$ cat src/hdl/u8sd_pkg.sv
// Shared types and constants for the UTF-8 stream decoder.
`default_nettype none

package u8sd_pkg;

    localparam int BYTE_W       = 8;
    localparam int CP_W         = 31;
    localparam int CHAR_INDEX_W = 16;
    // Width of the running code point counter; it saturates at all ones.
    localparam int INDEX_WIDTH  = 16;

    typedef enum logic [1:0] {
        ST_VALID   = 2'd0,
        ST_INVALID = 2'd1,
        ST_TRUNC   = 2'd2
    } status_t;

    typedef struct packed {
        logic [BYTE_W-1:0] text_byte;
        logic              end_of_text;
    } byte_item_t;

endpackage

`default_nettype wire

$ cat src/hdl/u8sd_input_stage.sv
// Input register stage: holds one accepted byte until the decode core takes it.
`default_nettype none

module u8sd_input_stage
    import u8sd_pkg::*;
(
    input  wire logic              clk,
    input  wire logic              rst_n,
    input  wire logic              in_valid,
    output logic                   in_stall,
    input  wire logic [BYTE_W-1:0] text_byte,
    input  wire logic              end_of_text,
    input  wire logic              advance,
    output logic                   item_valid,
    output byte_item_t             item
);

    logic       valid_reg;
    logic       valid_next;
    byte_item_t item_reg;
    logic       accept;

    assign in_stall = valid_reg && !advance;
    assign accept   = in_valid && !in_stall;

    always_comb
    begin
        valid_next = valid_reg;
        if (accept)
        begin
            valid_next = 1'b1;
        end
        else if (advance)
        begin
            valid_next = 1'b0;
        end
    end

    always_ff @(posedge clk or negedge rst_n)
    begin
        if (!rst_n)
        begin
            valid_reg <= 1'b0;
        end
        else
        begin
            valid_reg <= valid_next;
        end
    end

    // Payload needs no reset; load only on a transfer.
    always_ff @(posedge clk)
    begin
        if (accept)
        begin
            item_reg.text_byte   <= text_byte;
            item_reg.end_of_text <= end_of_text;
        end
    end

    assign item_valid = valid_reg;
    assign item       = item_reg;

endmodule

`default_nettype wire

$ cat src/hdl/u8sd_decode_core.sv
// Decode core: sequence state, code point assembly and the result register.
`default_nettype none

module u8sd_decode_core
    import u8sd_pkg::*;
(
    input  wire logic                    clk,
    input  wire logic                    rst_n,
    input  wire logic                    item_valid,
    input  wire byte_item_t              item,
    output logic                         advance,
    output logic                         out_valid,
    input  wire logic                    out_stall,
    output logic [CP_W-1:0]              char_value,
    output logic [CHAR_INDEX_W-1:0]      char_index,
    output logic [1:0]                   status,
    output logic                         last_result
);

    logic [2:0]             pending_reg;
    logic [2:0]             pending_next;
    logic [CP_W-1:0]        partial_reg;
    logic [CP_W-1:0]        partial_next;
    logic [INDEX_WIDTH-1:0] count_reg;
    logic [INDEX_WIDTH-1:0] count_next;

    logic                    out_valid_reg;
    logic [CP_W-1:0]         char_value_reg;
    logic [CHAR_INDEX_W-1:0] char_index_reg;
    status_t                 status_reg;
    logic                    last_reg;

    logic                    emit;
    logic [CP_W-1:0]         emit_value;
    status_t                 emit_status;
    logic                    emit_last;
    logic [CHAR_INDEX_W-1:0] index_out;

    logic [2:0]      ones;
    logic [6:0]      lead_bits;
    logic [4:0]      lead_shift;
    logic [4:0]      cont_shift;
    logic [CP_W-1:0] lead_value;
    logic [CP_W-1:0] cont_value;
    logic            take;

    function automatic logic [2:0] count_lead_ones(input logic [BYTE_W-1:0] b);
        logic [2:0] n;
        begin
            n = 3'd7;
            // the highest zero bit wins, so scan upward
            for (int i = 0; i <= 6; i++)
            begin
                if (!b[i + 1])
                begin
                    n = 3'(6 - i);
                end
            end
            return n;
        end
    endfunction

    // Result register frees when empty or when its result transfers.
    assign advance = !out_valid_reg || !out_stall;
    assign take    = item_valid && advance;

    assign ones       = count_lead_ones(item.text_byte);
    assign lead_bits  = item.text_byte[6:0] & (7'h7F >> ones);
    assign lead_shift = {2'b00, ones - 3'd1} * 5'd6;
    assign cont_shift = {2'b00, pending_reg - 3'd1} * 5'd6;
    assign lead_value = {{(CP_W - 7){1'b0}}, lead_bits} << lead_shift;
    assign cont_value = partial_reg
                      | ({{(CP_W - 6){1'b0}}, item.text_byte[5:0]} << cont_shift);

    generate
        if (INDEX_WIDTH >= CHAR_INDEX_W)
        begin : g_idx_trunc
            assign index_out = count_reg[CHAR_INDEX_W-1:0];
        end
        else
        begin : g_idx_ext
            assign index_out = {{(CHAR_INDEX_W - INDEX_WIDTH){1'b0}}, count_reg};
        end
    endgenerate

    always_comb
    begin
        pending_next = pending_reg;
        partial_next = partial_reg;
        count_next   = count_reg;
        emit         = 1'b0;
        emit_value   = '0;
        emit_status  = ST_VALID;
        emit_last    = item.end_of_text;

        if (pending_reg != 3'd0)
        begin
            pending_next = pending_reg - 3'd1;
            if (pending_reg == 3'd1)
            begin
                emit         = 1'b1;
                emit_value   = cont_value;
                partial_next = '0;
            end
            else
            begin
                partial_next = cont_value;
                if (item.end_of_text)
                begin
                    emit        = 1'b1;
                    emit_value  = cont_value;
                    emit_status = ST_TRUNC;
                end
            end
        end
        else
        begin
            case (ones)
                3'd0:
                begin
                    emit       = 1'b1;
                    emit_value = {{(CP_W - 7){1'b0}}, item.text_byte[6:0]};
                end
                3'd1, 3'd7:
                begin
                    emit        = 1'b1;
                    emit_value  = {{(CP_W - 7){1'b0}}, item.text_byte[6:0]};
                    emit_status = ST_INVALID;
                end
                default:
                begin
                    partial_next = lead_value;
                    pending_next = ones - 3'd1;
                    if (item.end_of_text)
                    begin
                        emit        = 1'b1;
                        emit_value  = lead_value;
                        emit_status = ST_TRUNC;
                    end
                end
            endcase
        end

        // End of string clears everything; otherwise count the result, saturating.
        if (emit)
        begin
            if (emit_last)
            begin
                pending_next = '0;
                partial_next = '0;
                count_next   = '0;
            end
            else if (count_reg != {INDEX_WIDTH{1'b1}})
            begin
                count_next = count_reg + 1'b1;
            end
        end
    end

    always_ff @(posedge clk or negedge rst_n)
    begin
        if (!rst_n)
        begin
            pending_reg   <= '0;
            partial_reg   <= '0;
            count_reg     <= '0;
            out_valid_reg <= 1'b0;
        end
        else
        begin
            if (take)
            begin
                pending_reg <= pending_next;
                partial_reg <= partial_next;
                count_reg   <= count_next;
            end
            if (advance)
            begin
                out_valid_reg <= take && emit;
            end
        end
    end

    always_ff @(posedge clk)
    begin
        if (take && emit)
        begin
            char_value_reg <= emit_value;
            char_index_reg <= index_out;
            status_reg     <= emit_status;
            last_reg       <= emit_last;
        end
    end

    assign out_valid   = out_valid_reg;
    assign char_value  = char_value_reg;
    assign char_index  = char_index_reg;
    assign status      = status_reg;
    assign last_result = last_reg;

endmodule

`default_nettype wire

$ cat src/hdl/utf8_stream_decoder_unit.sv
// Top level of the UTF-8 stream decoder: input stage and decode core.
//
// Bytes enter on the input channel (in_valid / in_stall, text_byte,
// end_of_text), one per transfer; set end_of_text on the last byte of a string.
// Each finished sequence of 1 to 6 bytes leaves on the output channel
// (out_valid / out_stall) as char_value, its char_index within the string,
// a status (valid, invalid lead or stray continuation, truncated) and
// last_result, set for the final result of a string.
// Throughput is one byte per cycle while the output is not stalled: the sequence
// state is a single register loop updated by combinational decode logic.
// A byte lands in the input register at its transfer edge and its result, if
// any, is written from there into the output register once that register frees.
// A stalled result holds in the output register while the input register
// still takes one more byte; in_stall rises only when both are full.
// Reset clears the sequence state, the code point counter and both valid
// flags; the first byte after reset starts a new string.
`default_nettype none

module utf8_stream_decoder_unit
    import u8sd_pkg::*;
(
    input  wire logic                    clk,
    input  wire logic                    rst_n,
    input  wire logic                    in_valid,
    output logic                         in_stall,
    input  wire logic [BYTE_W-1:0]       text_byte,
    input  wire logic                    end_of_text,
    output logic                         out_valid,
    input  wire logic                    out_stall,
    output logic [CP_W-1:0]              char_value,
    output logic [CHAR_INDEX_W-1:0]      char_index,
    output logic [1:0]                   status,
    output logic                         last_result
);

    logic       advance;
    logic       item_valid;
    byte_item_t item;

    u8sd_input_stage u_input_stage (
        .clk         (clk),
        .rst_n       (rst_n),
        .in_valid    (in_valid),
        .in_stall    (in_stall),
        .text_byte   (text_byte),
        .end_of_text (end_of_text),
        .advance     (advance),
        .item_valid  (item_valid),
        .item        (item)
    );

    u8sd_decode_core u_decode_core (
        .clk         (clk),
        .rst_n       (rst_n),
        .item_valid  (item_valid),
        .item        (item),
        .advance     (advance),
        .out_valid   (out_valid),
        .out_stall   (out_stall),
        .char_value  (char_value),
        .char_index  (char_index),
        .status      (status),
        .last_result (last_result)
    );

endmodule

`default_nettype wire

$ cat config.mk
export PLATFORM = sky130hd
export DESIGN_NAME = utf8_stream_decoder_unit
export DESIGN_NICKNAME = d
export VERILOG_FILES = /design/src/hdl/u8sd_pkg.sv /design/src/hdl/u8sd_input_stage.sv /design/src/hdl/u8sd_decode_core.sv /design/src/hdl/utf8_stream_decoder_unit.sv
export SDC_FILE = /design/constraint.sdc
export NUM_CORES = 1
export LEC_CHECK = 0
export BUFFER_PORTS_ARGS = -buffer_cell sky130_fd_sc_hd__buf_4
export CAP_MARGIN = 20
export CORE_ASPECT_RATIO = 1.75
export CORE_MARGIN = 1
export CORE_UTILIZATION = 55
export DETAILED_ROUTE_END_ITERATION = 12
export MAX_ROUTING_LAYER = met4
export PLACE_DENSITY = 0.75
export SETUP_SLACK_MARGIN = 0.3
export SYNTH_ARGS = -nofsm -noshare
export SYNTH_HDL_FRONTEND = slang
export SYNTH_HIERARCHICAL = 1
export SYNTH_SLANG_ARGS = --single-unit
export TNS_END_PERCENT = 10
$ cat constraint.sdc
create_clock -name clk -period 4.4 [get_ports clk]
set_input_delay 0.66 -clock clk [delete_from_list [all_inputs] [get_ports clk]]
set_output_delay 0.66 -clock clk [all_outputs]
set_load 0.01 [all_outputs]
### Yosys cells after proc, flatten, opt, wreduce, memory -nomap -nowiden

Index checks and enable logic that the tools add are counted.
W data, S select, Z words.

| word-level totals | value |
|---|---|
| output and inout port bits | 52 |
| flip-flop bits (word level) | 111 |

| operators by class | value |
|---|---|
| multiplexer cells | 33 |
| bitwise logic cells | 2 |
| reductions and logical operators | 16 |
| equal/unequal tests | 4 |
| $add $sub $neg | 3 |
| multiply operators | 2 |
| shift-type cells | 3 |

Operators by type and width:

| cell | number |
|---|---|
| $mux W31 | 10 |
| $mux W16 | 2 |
| $or A31 B31 Y31 | 1 |
| $shl A6 B5 Y31 | 1 |
| $shl A7 B5 Y31 | 1 |
| $mux W3 | 10 |
| $add A16 B1 Y16 const B | 1 |
| $ne A16 B16 Y1 const B | 1 |
| $mul A3 B2 Y4 const B | 2 |
| $and A7 B7 Y7 | 1 |
| $mux W1 | 7 |
| $shr A7 B3 Y7 const A | 1 |
| $eq A3 B1 Y1 const B | 2 |
| $mux W2 | 3 |
| $sub A3 B1 Y3 const B | 2 |
| $logic_and A1 B1 Y1 | 4 |
| $logic_not A1 Y1 | 4 |
| $pmux W2 S2 | 1 |
| $reduce_bool A2 Y1 | 2 |
| $eq A3 B3 Y1 const B | 1 |
| $logic_not A3 Y1 | 1 |
| $reduce_and A3 Y1 | 1 |
| $reduce_bool A3 Y1 | 1 |
| $reduce_or A3 Y1 | 1 |
| other kinds (2) | 2 |

### Longest topological paths before layout

Gate-level depths: netlist (run 1).

| depth | value |
|---|---|
| word-level depth | 14 |
| mapped depth | 15 |
| mapped depth without buffers | 14 |

### Hierarchy

The synthesis (run 1) kept the hierarchy.

Modules (own cells, without submodules):

| module | times used | cells each | area an instance (µm²) | seq. area each (µm²) |
|---|---|---|---|---|
| u8sd_decode_core | 1 | 589 | 5725.5 | 2777.7 |
| u8sd_input_stage | 1 | 14 | 327.8 | 295.3 |

### Least setup slack after synthesis (run 1)

Ideal clock, no wire load.

| path | value |
|---|---|
| path type | flip-flop to flip-flop |
| start | register u_input_stage.item_reg, in the netlist u_input_stage/item[3] |
| end | register u_decode_core.char_index_reg[0] (netlist: u_decode_core/char_index[0]) (enable) |
| cell stages (with the launch flop) | 13 |
| data required time | 3.994 ns |
| setup slack | 0.659 ns |
| buffers on the path | 2 |
| library setup time | 0.406 ns |
| arrival | 3.336 ns |
| cells stage by stage | edfxtp_1 -> clkbuf_1 -> nor2b_1 -> o211ai_1 -> nand2_1 -> ha_1 -> ha_1 -> buf_1 -> nor2_1 -> mux2i_1 -> a211o_1 -> nand2_1 -> inv_1 |

| between the ends | value |
|---|---|
| word-level cells in the longest chain between the ends | 11 |
| elaborated cells on any way between the ends | 13 |
| those cells by class | eq/ne (2); mux (8); reduce/logical (3) |

RTL lines:

| item | line | source |
|---|---|---|
| from (decl) | u8sd_input_stage.sv:20 | `byte_item_t item_reg;` |
| $mux W3 (*) (6 in a row) | u8sd_decode_core.sv:54 | `if (!b[i + 1])` |
| $eq A3 B1 Y1, or another cell as far along | u8sd_decode_core.sv:118 | `case (ones)` |
| $reduce_or A3 Y1 (no line) (*) | n/a |  |
| $mux W1 (*) | u8sd_decode_core.sv:118 |  |
| $mux W1 (*) | u8sd_decode_core.sv:96 | `if (pending_reg != 3'd0)` |
| $logic_and A1 B1 Y1 (*) | u8sd_decode_core.sv:186 | `if (take && emit)` |
| to (signal assigned) | u8sd_decode_core.sv:189 | `char_index_reg <= index_out;` |
| to (decl) | u8sd_decode_core.sv:29 | `logic [CHAR_INDEX_W-1:0] char_index_reg;` |

Every way passes the cells marked *; elsewhere a longest branch is shown, timed or not.
A chain may end at the register's enable or synchronous reset.

### Final worst setup path (run 1)

| path | value |
|---|---|
| start | register u_decode_core.pending_reg[0] |
| end | register u_decode_core.partial_reg[19] |

| between the ends | value |
|---|---|
| word-level cells in the longest chain between the ends | 8 |
| elaborated cells on any way between the ends | 12 |
| those cells by class | add/sub (1); mul (1); eq/ne (1); shift (1); mux (6); bitwise (1); reduce/logical (1) |

RTL lines:

| item | line | source |
|---|---|---|
| from (decl) | u8sd_decode_core.sv:20 | `logic [2:0] pending_reg;` |
| from (signal assigned) | u8sd_decode_core.sv:173 | `pending_reg <= pending_next;` |
| $sub A3 B1 Y3 | u8sd_decode_core.sv:70 | `assign cont_shift = {2'b00, pending_reg - 3'd1} * 5'd6;` |
| $mul A3 B2 Y4 | u8sd_decode_core.sv:70 |  |
| $shl A6 B5 Y31 | u8sd_decode_core.sv:73 | `\| ({{(CP_W - 6){1'b0}}, item.text_byte[5:0]} << cont_shift);` |
| $or A31 B31 Y31 | u8sd_decode_core.sv:73 |  |
| $mux W31 | u8sd_decode_core.sv:99 | `if (pending_reg == 3'd1)` |
| $mux W31 | u8sd_decode_core.sv:96 |  |
| $mux W31 | u8sd_decode_core.sv:147 | `if (emit_last)` |
| $mux W31 (*) | u8sd_decode_core.sv:145 | `if (emit)` |
| to (signal assigned) | u8sd_decode_core.sv:174 | `partial_reg <= partial_next;` |
| to (decl) | u8sd_decode_core.sv:22 | `logic [CP_W-1:0] partial_reg;` |

Marks and branches as above.

==> results.toml, run 1 <==
[flow_run]
drv_cap = 0

[synth]
synth-simple-area-share = 0.173
muxShareOfSynthArea = 0.0155
avgSynthCellArea_um2 = 10.0
synth_area_um2 = 6050
synthArstFlopShare = 0.468
syn_inst = 603
ys_warn_count = 6
yosysSeqAreaShare = 0.508
synthXorXnorAreaFrac = 0.0178
synthAdderAreaFrac = 0.0273
ys_ff_latch = 111
synth_ff_type = "edfxtp_1"
synth_edf_count = 59
synth_compound_area_frac = 0.221
syn_nets = 628
synth.distinct_cells = 69
synth_top_family_by_area = "compound AO/OA/AOI/OAI gates"

[final_layout]
final_common_cell = "buf_4"
nNetsFinal = 682
drive_gt1_frac = 0.172
diodes = 0
final_cell_mix = "80 x buf_4, 61 x nand2_1, 59 x edfxtp_1"
area_growth_pct = 15.2

[sta]
fin_skew_ns = 0.00969
finalSetupViolCount = 0
post-route-period-util = 0.853
hold_viol_final = 0
fin_setup_tns_ns = 0
max_clock_freq_mhz = 266
tightest_slew_ns = 1.06
whs_ns = 0.334
slew_headroom = 0.293
fin_crit_ns = 3.75
slew_viol_final = 0
rsz0062_at_grt = "no"

[pwr]
switching_power_uw = 2670
p_leak_uw = 0.00279
ir_drop_mv = 0.553
p_per_area_nw_per_um2 = 814
pwr-share-comb = 0.553
clkPwrFrac = 0.146
power_uw = 5680
sw_frac_of_total = 0.471
seqPwrFrac = 0.301
internal_power_uw = 3000

[drt]
via_count = 5441
first_pass_iters = 7
via_per_inst = 6.87
wire_per_inst_um = 23.4
antenna_left = 0
drtIter0Drc = 645
totalWireLength_mm = 18.6
drc = 0

[grt]
grt_pass1_vias = 5291
grt_antenna_before_repair = 0
grt_overflow = 0
grt_max_degree = 53
grt_pass1_wl_mm = 28.7
track_usage = 0.353

[floorplan]
die_w_um = 81.3
start_util = 0.566
die_h_um = 141
core_um2 = 10700
num_io_pins = 65
rows = 50
dieArea_um2 = 11400

[clocking]
worstSkewPairLatency_ns = 0.36
clock_sinks = 111
htreeDepth = 3
cts.reportedPaths.clkPinSlew_ns = 0.08
numCtsBuffers = 9
clockRootBuffer = "clkbuf_16"
cts_hold_buf = 0
cts_tree = "done"
cts-resized-gates = 0
postCtsSetupRepairBufs = 0
cts_buffer_depth = 2

[critical_path]
critPathArrivalTime_ns = 3.96
critPathMaxStageDelay_ns = 0.69
crit_path_start_kind = "flip-flop"
r2r_slack_ns = 0.65
path_delay_family = "adder cells"
cp_slowest_cell = "dfrtp_1"
critPathMaxFanout = 17
cp_cell_sequence = "inv_1 > ha_1 > xnor2_2 > fa_2 > xnor3_1 > nor2_4 > and2_1 > a221oi_1 > o31a_1 > o22ai_1"
cp_num_buf_inv = 1
crit_type = "flip-flop to flip-flop"
crit_required_ns = 4.60
end_kind = "flip-flop"

[place]
port_buffers = 64
hpwl_mm = 13.5
gp_congestion = 1.06

[worst_hold_path]
hold_class = "input port to async pin"

[status]
status = "finished, final reports clean"
-- power groups by stage --
stage               Clock [µW]  Sequential [µW]  Combinational (µW)
detailed placement           0             1720                2990
global route               873             1740                3320
finish                     828             1710                3140
floorplan                    0             1730                2010
global placement             0             1710                2970
CTS                        830             1700                3000
-- path summary, 6_finish.rpt --
kind                                              start                            end  cells after the start
min in group clk                           text_byte[5]          u_input_stage/item[6]                      1
hold reg to reg             u_decode_core/count_reg[15]   u_decode_core/char_index[15]                      0
setup / recovery           u_decode_core/pending_reg[0]  u_decode_core/partial_reg[19]                     10
hold / removal                                    rst_n   u_decode_core/pending_reg[1]                      1
setup reg to reg           u_decode_core/pending_reg[0]  u_decode_core/partial_reg[19]                     10
max in group asynchronous                         rst_n  u_decode_core/partial_reg[29]                      1
-- per-stage QoR --
step	cells	worst slack [ns]	instance area, µm²	util
finish	792	0.645	6980	0.652
global route	792	0.493	6980	0.652
CTS	791	0.492	6950	0.650
detailed placement	775	0.509	6660	0.622
global placement	775	0.481	6660	0.622
floorplan	603	0.659	6050	-
-- synth_stat cells, types with 4 or more instances --
library cell / n / area [µm²]
nand3_1: 19 / 95.1
nand4_1: 6 / 37.5
a32oi_1: 5 / 43.8
and2_1: 12 / 75.1
dfrtp_1: 52 / 1300
xor2_1: 5 / 43.8
a22oi_1: 6 / 45.0
nor2_1: 43 / 161
nand2_1: 61 / 229
mux2i_1: 6 / 60.1
a221o_1: 10 / 100
o22ai_1: 30 / 188
clkbuf_1: 29 / 109
o211ai_1: 9 / 67.6
nor4_1: 4 / 25.0
nor3_1: 8 / 40.0
buf_2: 5 / 25.0
nand2b_1: 9 / 56.3
and3_1: 5 / 31.3
o21ai_0: 33 / 165
inv_1: 18 / 67.6
ha_1: 10 / 125
edfxtp_1: 59 / 1770
a21oi_1: 40 / 200
nor3b_1: 6 / 45.0
or3_1: 4 / 25.0
nand4b_1: 4 / 35.0
nand3b_1: 4 / 30.0
nor2b_1: 10 / 62.6
a31oi_1: 17 / 106
-- per-layer routing --
layer,vias up,part of all wire,global-route usage
li1,2400,-,-
met1,2612,0.35,0.399
met2,349,0.51,0.570
met3,80,0.076,0.0576
met4,0,0.067,0.218
met5,-,0,-
-- cell families (layout without fill, tap and decap cells) --
logic type	Yosys count	after routing
muxes	9	9
buffers and inverters	56	115
adders and majority gates	12	12
xor gates and xnor gates	9	9
DFF	111	111
and+or+nand+nor	207	207
AOI/OAI and AO/OA	199	199
-- layout make-up --
| class | instances | area [µm²] |
|---|---|---|
| multi-input cells | 436 | 2770 |
| well taps | 130 | 163 |
| clock buffers | 9 | 225 |
| inverters | 18 | 67.6 |
| repair buffers | 81 | 608 |
| fillers | 863 | 3720 |
| clock inverters | 7 | 71.3 |
| flip-flops and latches | 111 | 3070 |
(Power assumes the default switching activity.)
==> inputs of run 2 (changes only) <==
--- a/config.mk
+++ b/config.mk
@@ -9,13 +9,11 @@
 export CAP_MARGIN = 20
 export CORE_ASPECT_RATIO = 1.75
 export CORE_MARGIN = 1
-export CORE_UTILIZATION = 55
+export CORE_UTILIZATION = 45
 export DETAILED_ROUTE_END_ITERATION = 12
 export MAX_ROUTING_LAYER = met4
-export PLACE_DENSITY = 0.75
 export SETUP_SLACK_MARGIN = 0.3
 export SYNTH_ARGS = -nofsm -noshare
 export SYNTH_HDL_FRONTEND = slang
-export SYNTH_HIERARCHICAL = 1
 export SYNTH_SLANG_ARGS = --single-unit
 export TNS_END_PERCENT = 10
==> run 2 against run 1 <==
  * Synthesized cell count increased by 2.2%
  * Die area grew 26%
  * Clock skew is essentially flat
  * Worst hold slack got worse by 0.0035 ns
  * Global-route usage decreased by 5.1 points
  * Area after synthesis is 3.1% higher
  * Total power is 6.3% higher
  * Via count grew 2.0%
  * Count of clock-buffer cells in the layout did not move
  * Flip-flop and latch count unchanged
  * Final area increased by 5.0%
  * Largest cell class unchanged
  * Highest routed layer unchanged
==> results.toml, run 2 <==
[status]
status = "finished, final reports clean"

[synth]
syn_nets = 638
synth_compound_area_frac = 0.249
synth_top_family_by_area = "compound AO/OA/AOI/OAI gates"
synth_top_area_cell = "edfxtp_1"
synth.distinct_cells = 87
synth_edf_count = 59
synthXorXnorAreaFrac = 0.0297
synth-simple-area-share = 0.163
synthArstFlopShare = 0.468
synth_area_um2 = 6240
yosysMostFrequentCell = "edfxtp_1"
synth_top_cell_area_share = 0.284
avgSynthCellArea_um2 = 10.1
muxShareOfSynthArea = 0.00842
synth_ff_type = "edfxtp_1"
yosysSeqAreaShare = 0.492
ys_top_cells_by_area = "edfxtp_1 28%, dfrtp_1 21%, a21oi_1 3.4%, nand2_1 3.3%, nor2_1 3.1%"
ys_ff_latch = 111
synthAdderAreaFrac = 0.0204
ys_warn_count = 0
syn_inst = 616
synth_commonest_cells = "59 x edfxtp_1, 55 x nand2_1, 52 x dfrtp_1, 52 x nor2_1, 43 x a21oi_1"

[sta]
hold_viol_final = 0
slew_headroom = 0.320
fin_setup_tns_ns = 0
whs_ns = 0.330
rsz0062_at_grt = "no"
setup_ws_ns = 0.600
max_clock_freq_mhz = 263
post-route-period-util = 0.864
fin_crit_ns = 3.80
slew_viol_final = 0
finalSetupViolCount = 0
fin_skew_ns = 0.00989
tightest_slew_ns = 1.01

[clocking]
cts.reportedPaths.clkPinSlew_ns = 0.08
clock_sinks = 111
htreeDepth = 3
cts_buffer_depth = 2
cts_hold_buf = 0
cts-resized-gates = 0
postCtsSetupRepairBufs = 0
cts_tree = "done"
numCtsBuffers = 9
worstSkewPairLatency_ns = 0.36
clockRootBuffer = "clkbuf_16"

[grt]
grt_pass1_wl_mm = 31.6
grt_max_degree = 53
grt_antenna_before_repair = 0
grt_overflow = 0
grt_pass1_vias = 5530
track_usage = 0.303

[pwr]
p_per_area_nw_per_um2 = 824
p_leak_uw = 0.00294
ir_drop_mv = 0.418

[floorplan]
dieArea_um2 = 14400
die_w_um = 91.0
core_um2 = 13500
start_util = 0.464
rows = 56
die_h_um = 158
num_io_pins = 65

[drt]
wire_per_inst_um = 23.5
drc = 0
antenna_left = 0
dr_wl_met2_mm = 10.5
met3WireLength_mm = 1.18
totalWireLength_mm = 20.3
drtIter0Drc = 538
via_per_inst = 6.43
routed.top_layer = "met4"
met1_length_mm = 7.31
first_pass_iters = 5
via_count = 5549

[final_layout]
drive_gt1_frac = 0.215
diodes = 0
multiInputGateArea_um2 = 2950
final_common_cell = "buf_4"
post-route-util = 0.544
num-fill-cells = 1272
final_cell_area_um2 = 7320
area_growth_pct = 17.3
final_cell_mix = "93 x buf_4, 59 x edfxtp_1, 55 x nand2_1"
nNetsFinal = 706
register_area_um2 = 3070

[critical_path]
critPathArrivalTime_ns = 4.00
critPathMaxFanout = 15
crit_required_ns = 4.60
crit_path_start_kind = "flip-flop"
end_kind = "flip-flop"
crit_type = "flip-flop to flip-flop"

[place]
place_ws_ns = 0.672
port_buffers = 64
gp_congestion = 1.04
dpl_cell_area_um2 = 7020
hpwl_mm = 14.9

[worst_hold_path]
hold_class = "input port to async pin"

[flow_run]
drv_cap = 0
[run 2: stage by stage]
step	instances	power, µW
floorplan	616	3910
global placement	847	5100
detailed placement	847	5140
CTS	863	5970
global route	863	6360
finish	863	6040
[run 2: final timing paths]
kind / from / end / slack [ns] / cells after the start
max: u_input_stage.item[6] / u_decode_core.char_value[5] / 0.60 / 14
min reg2reg: u_decode_core.count_reg[15] / u_decode_core.char_index[15] / 0.50 / 0
max in group asynchronous: rst_n / u_decode_core.count_reg[8] / 3.52 / 1
min: rst_n / u_decode_core.pending_reg[0] / 0.33 / 1
max reg2reg: u_input_stage.item[6] / u_decode_core.char_value[5] / 0.60 / 14
min in group clk: text_byte[0] / u_input_stage.item[1] / 0.47 / 1
[run 2: area by class of cell]
type / count / share of cell area
sequential: 111 / 0.420
multi-input combinational: 450 / 0.402
timing repair buffer: 94 / 0.0981
clock buffer: 9 / 0.0308
tap: 174 / 0.0297
clock inverter: 7 / 0.0103
inverter: 18 / 0.00923
[run 2: cell families (layout without fill, tap and decap cells)]
| group | Yosys count | in the layout |
|---|---|---|
| compound gates | 220 | 220 |
| xor+xnor | 16 | 16 |
| fa+ha+maj | 9 | 9 |
| buf+inv | 55 | 128 |
| flops | 111 | 111 |
| mux | 5 | 5 |
| simple gates | 200 | 200 |
[run 2: critical path, cell delays in order (launching register included)]
cell,delay [ns]
edfxtp_1,0.59
nor2b_1,0.24
a311o_2,0.44
nand2_2,0.14
ha_1,0.17
inv_1,0.06
fa_1,0.50
nand2b_1,0.19
a21oi_1,0.16
a221oi_2,0.09
and2_1,0.19
buf_4,0.21
nor2_2,0.19
nand2_1,0.20
o221ai_1,0.26
[run 2: power breakdown]
group          total (µW)  switching, µW  internal, µW
combinational        3500           2250          1250
sequential           1700            192          1510
clock                 836            432           403
total                6040           2880          3160
[run 2: routing by layer]
metal,global-route usage,vias to the layer above
met5,-,-
met4,0.193,0
met3,0.0389,81
met2,0.523,290
met1,0.328,2693
li1,-,2485
